`src/sv/imm_pkg.sv`:
```
// Shared types and constants for the integer matrix multiply block.
// Used by the top level, the front end, the command queue and the back end.
`timescale 1ns / 1ps
`default_nettype none

package imm_pkg;

	localparam int IMM_DIM = 16;

	// At most this many result beats are produced for one compute command.
	localparam int MAX_OUT = 16;

	// Command queue between front end and back end.
	localparam int QUEUE_DEPTH = 4;
	localparam int QPTR_W = $clog2(QUEUE_DEPTH);
	localparam int QCNT_W = $clog2(QUEUE_DEPTH + 1);

	// Result buffer in the back end.
	localparam int OUT_DEPTH = 2;
	localparam int OPTR_W = $clog2(OUT_DEPTH);
	localparam int OCNT_W = $clog2(OUT_DEPTH + 1);

	localparam logic [1:0] OP_LOAD_A = 2'd0;
	localparam logic [1:0] OP_LOAD_B = 2'd1;
	localparam logic [1:0] OP_COMPUTE = 2'd2;

	typedef struct packed {
		logic [1:0] op;
		logic [3:0] row;
		logic [3:0] col;
		logic signed [31:0] value;
	} imm_cmd_t;

	typedef struct packed {
		logic [3:0] row;
		logic [3:0] col;
		logic signed [31:0] product;
		logic last;
	} imm_res_t;

endpackage

`default_nettype wire

```
`src/sv/imm_queue.sv`:
```
// Small command queue that decouples the front end from the back end.
// Depends on imm_pkg for the command type and depth.
`timescale 1ns / 1ps
`default_nettype none

module imm_queue (
	input logic clk,
	input logic arst_n,
	input logic push_valid,
	output logic push_ready,
	input imm_pkg::imm_cmd_t push_cmd,
	output logic pop_valid,
	input logic pop_ready,
	output imm_pkg::imm_cmd_t pop_cmd
);
	import imm_pkg::*;

	imm_cmd_t slot_q [QUEUE_DEPTH];
	logic [QPTR_W-1:0] wr_ptr_q;
	logic [QPTR_W-1:0] rd_ptr_q;
	logic [QCNT_W-1:0] count_q;
	logic push;
	logic pop;

	assign push_ready = count_q != QCNT_W'(QUEUE_DEPTH);
	assign pop_valid = count_q != '0;
	assign push = push_valid && push_ready;
	assign pop = pop_valid && pop_ready;
	assign pop_cmd = slot_q[rd_ptr_q];

	always_ff @(posedge clk) begin
		if (push) begin
			slot_q[wr_ptr_q] <= push_cmd;
		end
	end

	always_ff @(posedge clk or negedge arst_n) begin
		if (!arst_n) begin
			wr_ptr_q <= '0;
			rd_ptr_q <= '0;
			count_q <= '0;
		end else begin
			if (push) begin
				wr_ptr_q <= wr_ptr_q + 1'b1;
			end
			if (pop) begin
				rd_ptr_q <= rd_ptr_q + 1'b1;
			end
			case ({push, pop})
				2'b10: count_q <= count_q + 1'b1;
				2'b01: count_q <= count_q - 1'b1;
				default: count_q <= count_q;
			endcase
		end
	end

endmodule

`default_nettype wire

```
`config.mk`:
```
export PLATFORM = sky130hd
export DESIGN_NAME = imm_queue
export DESIGN_NICKNAME = d
export VERILOG_FILES = /design/src/sv/imm_pkg.sv /design/src/sv/imm_queue.sv
export SDC_FILE = /design/constraint.sdc
export NUM_CORES = 1
export LEC_CHECK = 0
export BUFFER_PORTS_ARGS = -buffer_cell sky130_fd_sc_hd__buf_2
export CORE_ASPECT_RATIO = 0.7
export CORE_MARGIN = 4
export CORE_UTILIZATION = 28
export DETAILED_ROUTE_END_ITERATION = 10
export PLACE_DENSITY_LB_ADDON = 0.05
export SLEW_MARGIN = 25
export SYNTH_ARGS = -nofsm -noshare
export SYNTH_HDL_FRONTEND = slang
export SYNTH_SLANG_ARGS = --single-unit
export TNS_END_PERCENT = 10
```
`constraint.sdc`:
```
create_clock -name clk -period 2.5 [get_ports clk]
set_input_delay 0.5 -clock clk [delete_from_list [all_inputs] [get_ports clk]]
set_output_delay 0.5 -clock clk [all_outputs]
set_load 0.02 [all_outputs]
```
==> impl_results.md <==
- Status: complete, no violations
- Worst Hold Path Cells: 1
- R2r worst-path depth: 9
- Max stage delay on crit path: between 0.5 and 0.6 ns
- Largest net degree at the start of global routing: 43
- FF-to-FF setup slack: between 0.3 and 0.4 ns
- WL final: 13,300 um
- CTS tree: yes
- Post-Synth XOR/XNOR Area: 0.811%
- Crit Reg-Reg Endpoint: count_q[2]
- Adder-cell share of the synthesized area: 1.27%
- Mapped Area: 6480 um2
- Setup slack after layout: between 0.1 and 0.15 ns
- Critical path startpoint category: flip-flop
- Hold Crit Start: push_cmd[39]
- Hold Path End: slot_q[2][39]
- Register area share after synthesis: 80.6%
- Chip Width: 190 um
- Yosys cell types: 20
- Global-route wire length before repair: 20,000 um
- Avg Cell Area, Syn: 25.2 um2
- Crit Reg-Reg Startpoint: count_q[0]
- Slew @ Worst Pin: 0.708 ns
- Power density cells: 1230 nW/um2
- DIE HEIGHT: 135 um
- Gr usage total: between 10% and 20%
- Critical path buffers and inverters: 2
- TritonCTS buffer count: 17
- Layout area overhead: 22.6%
- Max-slew headroom: 52.8%
- Post-route clock period utilization: a little over nine tenths
- # port buffers: 89
- Post-Synth Simple-Gate Area: 1.00%
- Die area: approximately 26,000 um2
- DRT iter0 DRCs: 160
- Synth Area in Compound Gates: 0.154%
- Dpl ws: 0.336 ns
- Multiplexer share of the synthesized area: 15.0%
- Hold Path Class: in -> reg
- Min Tclk post-route: roughly 2.4 ns
- M1 GR Usage: between 10% and 20%
- Max-Cap Viols: 0
- Area contributors post-synth: edfxtp_1, mux4_2, dfrtp_1
- Starting Density: between 20% and 30%
- CP Cell Sequence: buf_12, mux4_2, buf_2
- Synth Warn #: 0
- Root buffer cell: clkbuf_16
- Drt first pass iters: 4
- Slew Limit Fails: 0
- Syn Nets: 309
- Clk slew on worst S/H paths: 0.06 ns
- Largest delay share family, worst path: multiplexers
- Synth area leader: edfxtp_1
- Cell area after layout: 7940 um2
- Area fraction of the dominant cell type after synthesis: 77.9%
- Met2 GRT Util: 17.3%
- Worst skew pair latency: roughly 0.42 ns
- M3 GR Usage: 4.79%
- Synthesized instance count: 257
- H-tree depth: 4
- Layout cells sized above 1: 47.6%
- Layout Skew: roughly 0.0069 ns
- Initial antenna violation count: 4
- ANT nets after route: 0
- DR vias/cell: slightly above 4
- Placed Area: 7370 um2
- Max VDD drop: 0.000559 V
- Final setup violating endpoints: 0
- CP Class: reg -> out
- CTS max path bufs: 2
- Via Count: between 2,000 and 3,000
- Crit end category: output pin
- Critical-path top delay cell: mux4_2
- Worst hold margin: ~0.30 ns
- Row Count: 46
- Nets: 420
- Busiest layer in global routing: met2
- Setup_tns: 0 ns
- Number of global-route vias before repair: roughly 3,200
- Post-DP HPWL: 7720 um
- Total gr overflow: 0
- Total power: between 9 and 10 mW
- Leak pwr: 2.71 nW
- Placer Congestion: 0.635
- Crit-path max FO: 12
- DR DRC count: 0
- Worst path required time: 2.00 ns
- Core Area: 22,700 um2
- WL/cell: just under 20 um
- RSZ-0062 raised after global routing: false
- Fmax: roughly 420 MHz
- Final Hold Fails: 0
- # clock sinks: 175
- IO Pins: 90
- Yosys reg bits: between 150 and 200
- Largest family of logic cells by synthesized area: multiplexers
- Crit path DAT: 1.88 ns
report_power, final:
group / switching (mW) / total (mW) / internal, mW
registers: 0.222 / 4.12 / 3.90
logic: 1.84 / 3.21 / 1.37
clock network: 1.07 / 2.41 / 1.35
cell usage in the layout, fill, tap and decap left out, types with 2 or more instances in the layout:
cell        synthesis  layout
buf_12              0       4
xnor2_1             3       3
clkinv_2            0       2
clkbuf_16           0      17
clkinv_1            0       2
edfxtp_1          168     168
mux4_2             42      42
inv_1               6       6
xor2_1              3       3
and3_2              4       4
ha_1                5       5
clkinvlp_4          0       4
dfrtp_1             7       5
buf_4               4       8
buf_2               3      89
flip-flops by register name, indices dropped and copies added, names as in the netlist:
signal	flops
rd_ptr_q	2
wr_ptr_q	2
count_q	3
slot_q	168
cell families after synthesis:
family                   after synthesis
AO/OA/AOI/OAI                          1
XOR/XNOR                               6
adder cells (fa/ha/maj)                6
buffers and inverters                 16
flip-flops                           175
multiplexers                          44
AND/OR/NAND/NOR                        9
synth_stat cells:
cell type / count
and2_4: 1
and3_2: 4
buf_2: 3
buf_4: 4
clkbuf_1: 3
dfrtp_1: 7
edfxtp_1: 168
fa_1: 1
ha_1: 5
inv_1: 6
mux2_4: 1
mux2i_1: 1
mux4_2: 42
nand2_1: 1
nor2_1: 1
o31a_2: 1
or3_2: 1
or3b_4: 1
xnor2_1: 3
xor2_1: 3
timing repair:
action / in CTS / in global routing
hold buffers: 1 / 0
setup buffers: 3 / 0
endpoints found under the hold margin: 7 / 0
resized for setup: 0 / 0
setup endpoints to repair: 30 / 0
metrics by stage:
stage,util [%],cells
2_1_floorplan,-,257
3_3_place_gp,32.5,657
5_1_grt,35.0,691
6_report,35.0,691
3_5_place_dp,32.5,657
4_1_cts,35.0,690
worst max-delay path by stage:
stage | to | slack (ns) | cells after the start | startpoint
floorplan | count_q[2] | 0.39 | 9 | count_q[0]
global placement | pop_cmd[18] | 0.35 | 3 | rd_ptr_q[0]
detailed placement | count_q[2] | 0.34 | 9 | count_q[0]
CTS | pop_cmd[18] | 0.06 | 3 | rd_ptr_q[0]
global route | pop_cmd[14] | 0.02 | 3 | rd_ptr_q[0]
finish | pop_cmd[38] | 0.12 | 3 | rd_ptr_q[0]
cell type report:
class / count / area (um2)
fillers: 2171 / 14700
clock inverters: 11 / 95.1
flip-flops and latches: 175 / 5230
well taps: 312 / 390
diodes: 1 / 2.50
clock buffers: 18 / 429
multi-input cells: 66 / 1180
inverters: 6 / 22.5
repair buffers: 102 / 596
routing by layer:
layer,routed length [um],share of wire [%]
met5,50,0.38
met4,97,0.73
met3,757,5.7
met2,6460,49
met1,5910,45
(Power assumes the default switching activity.)
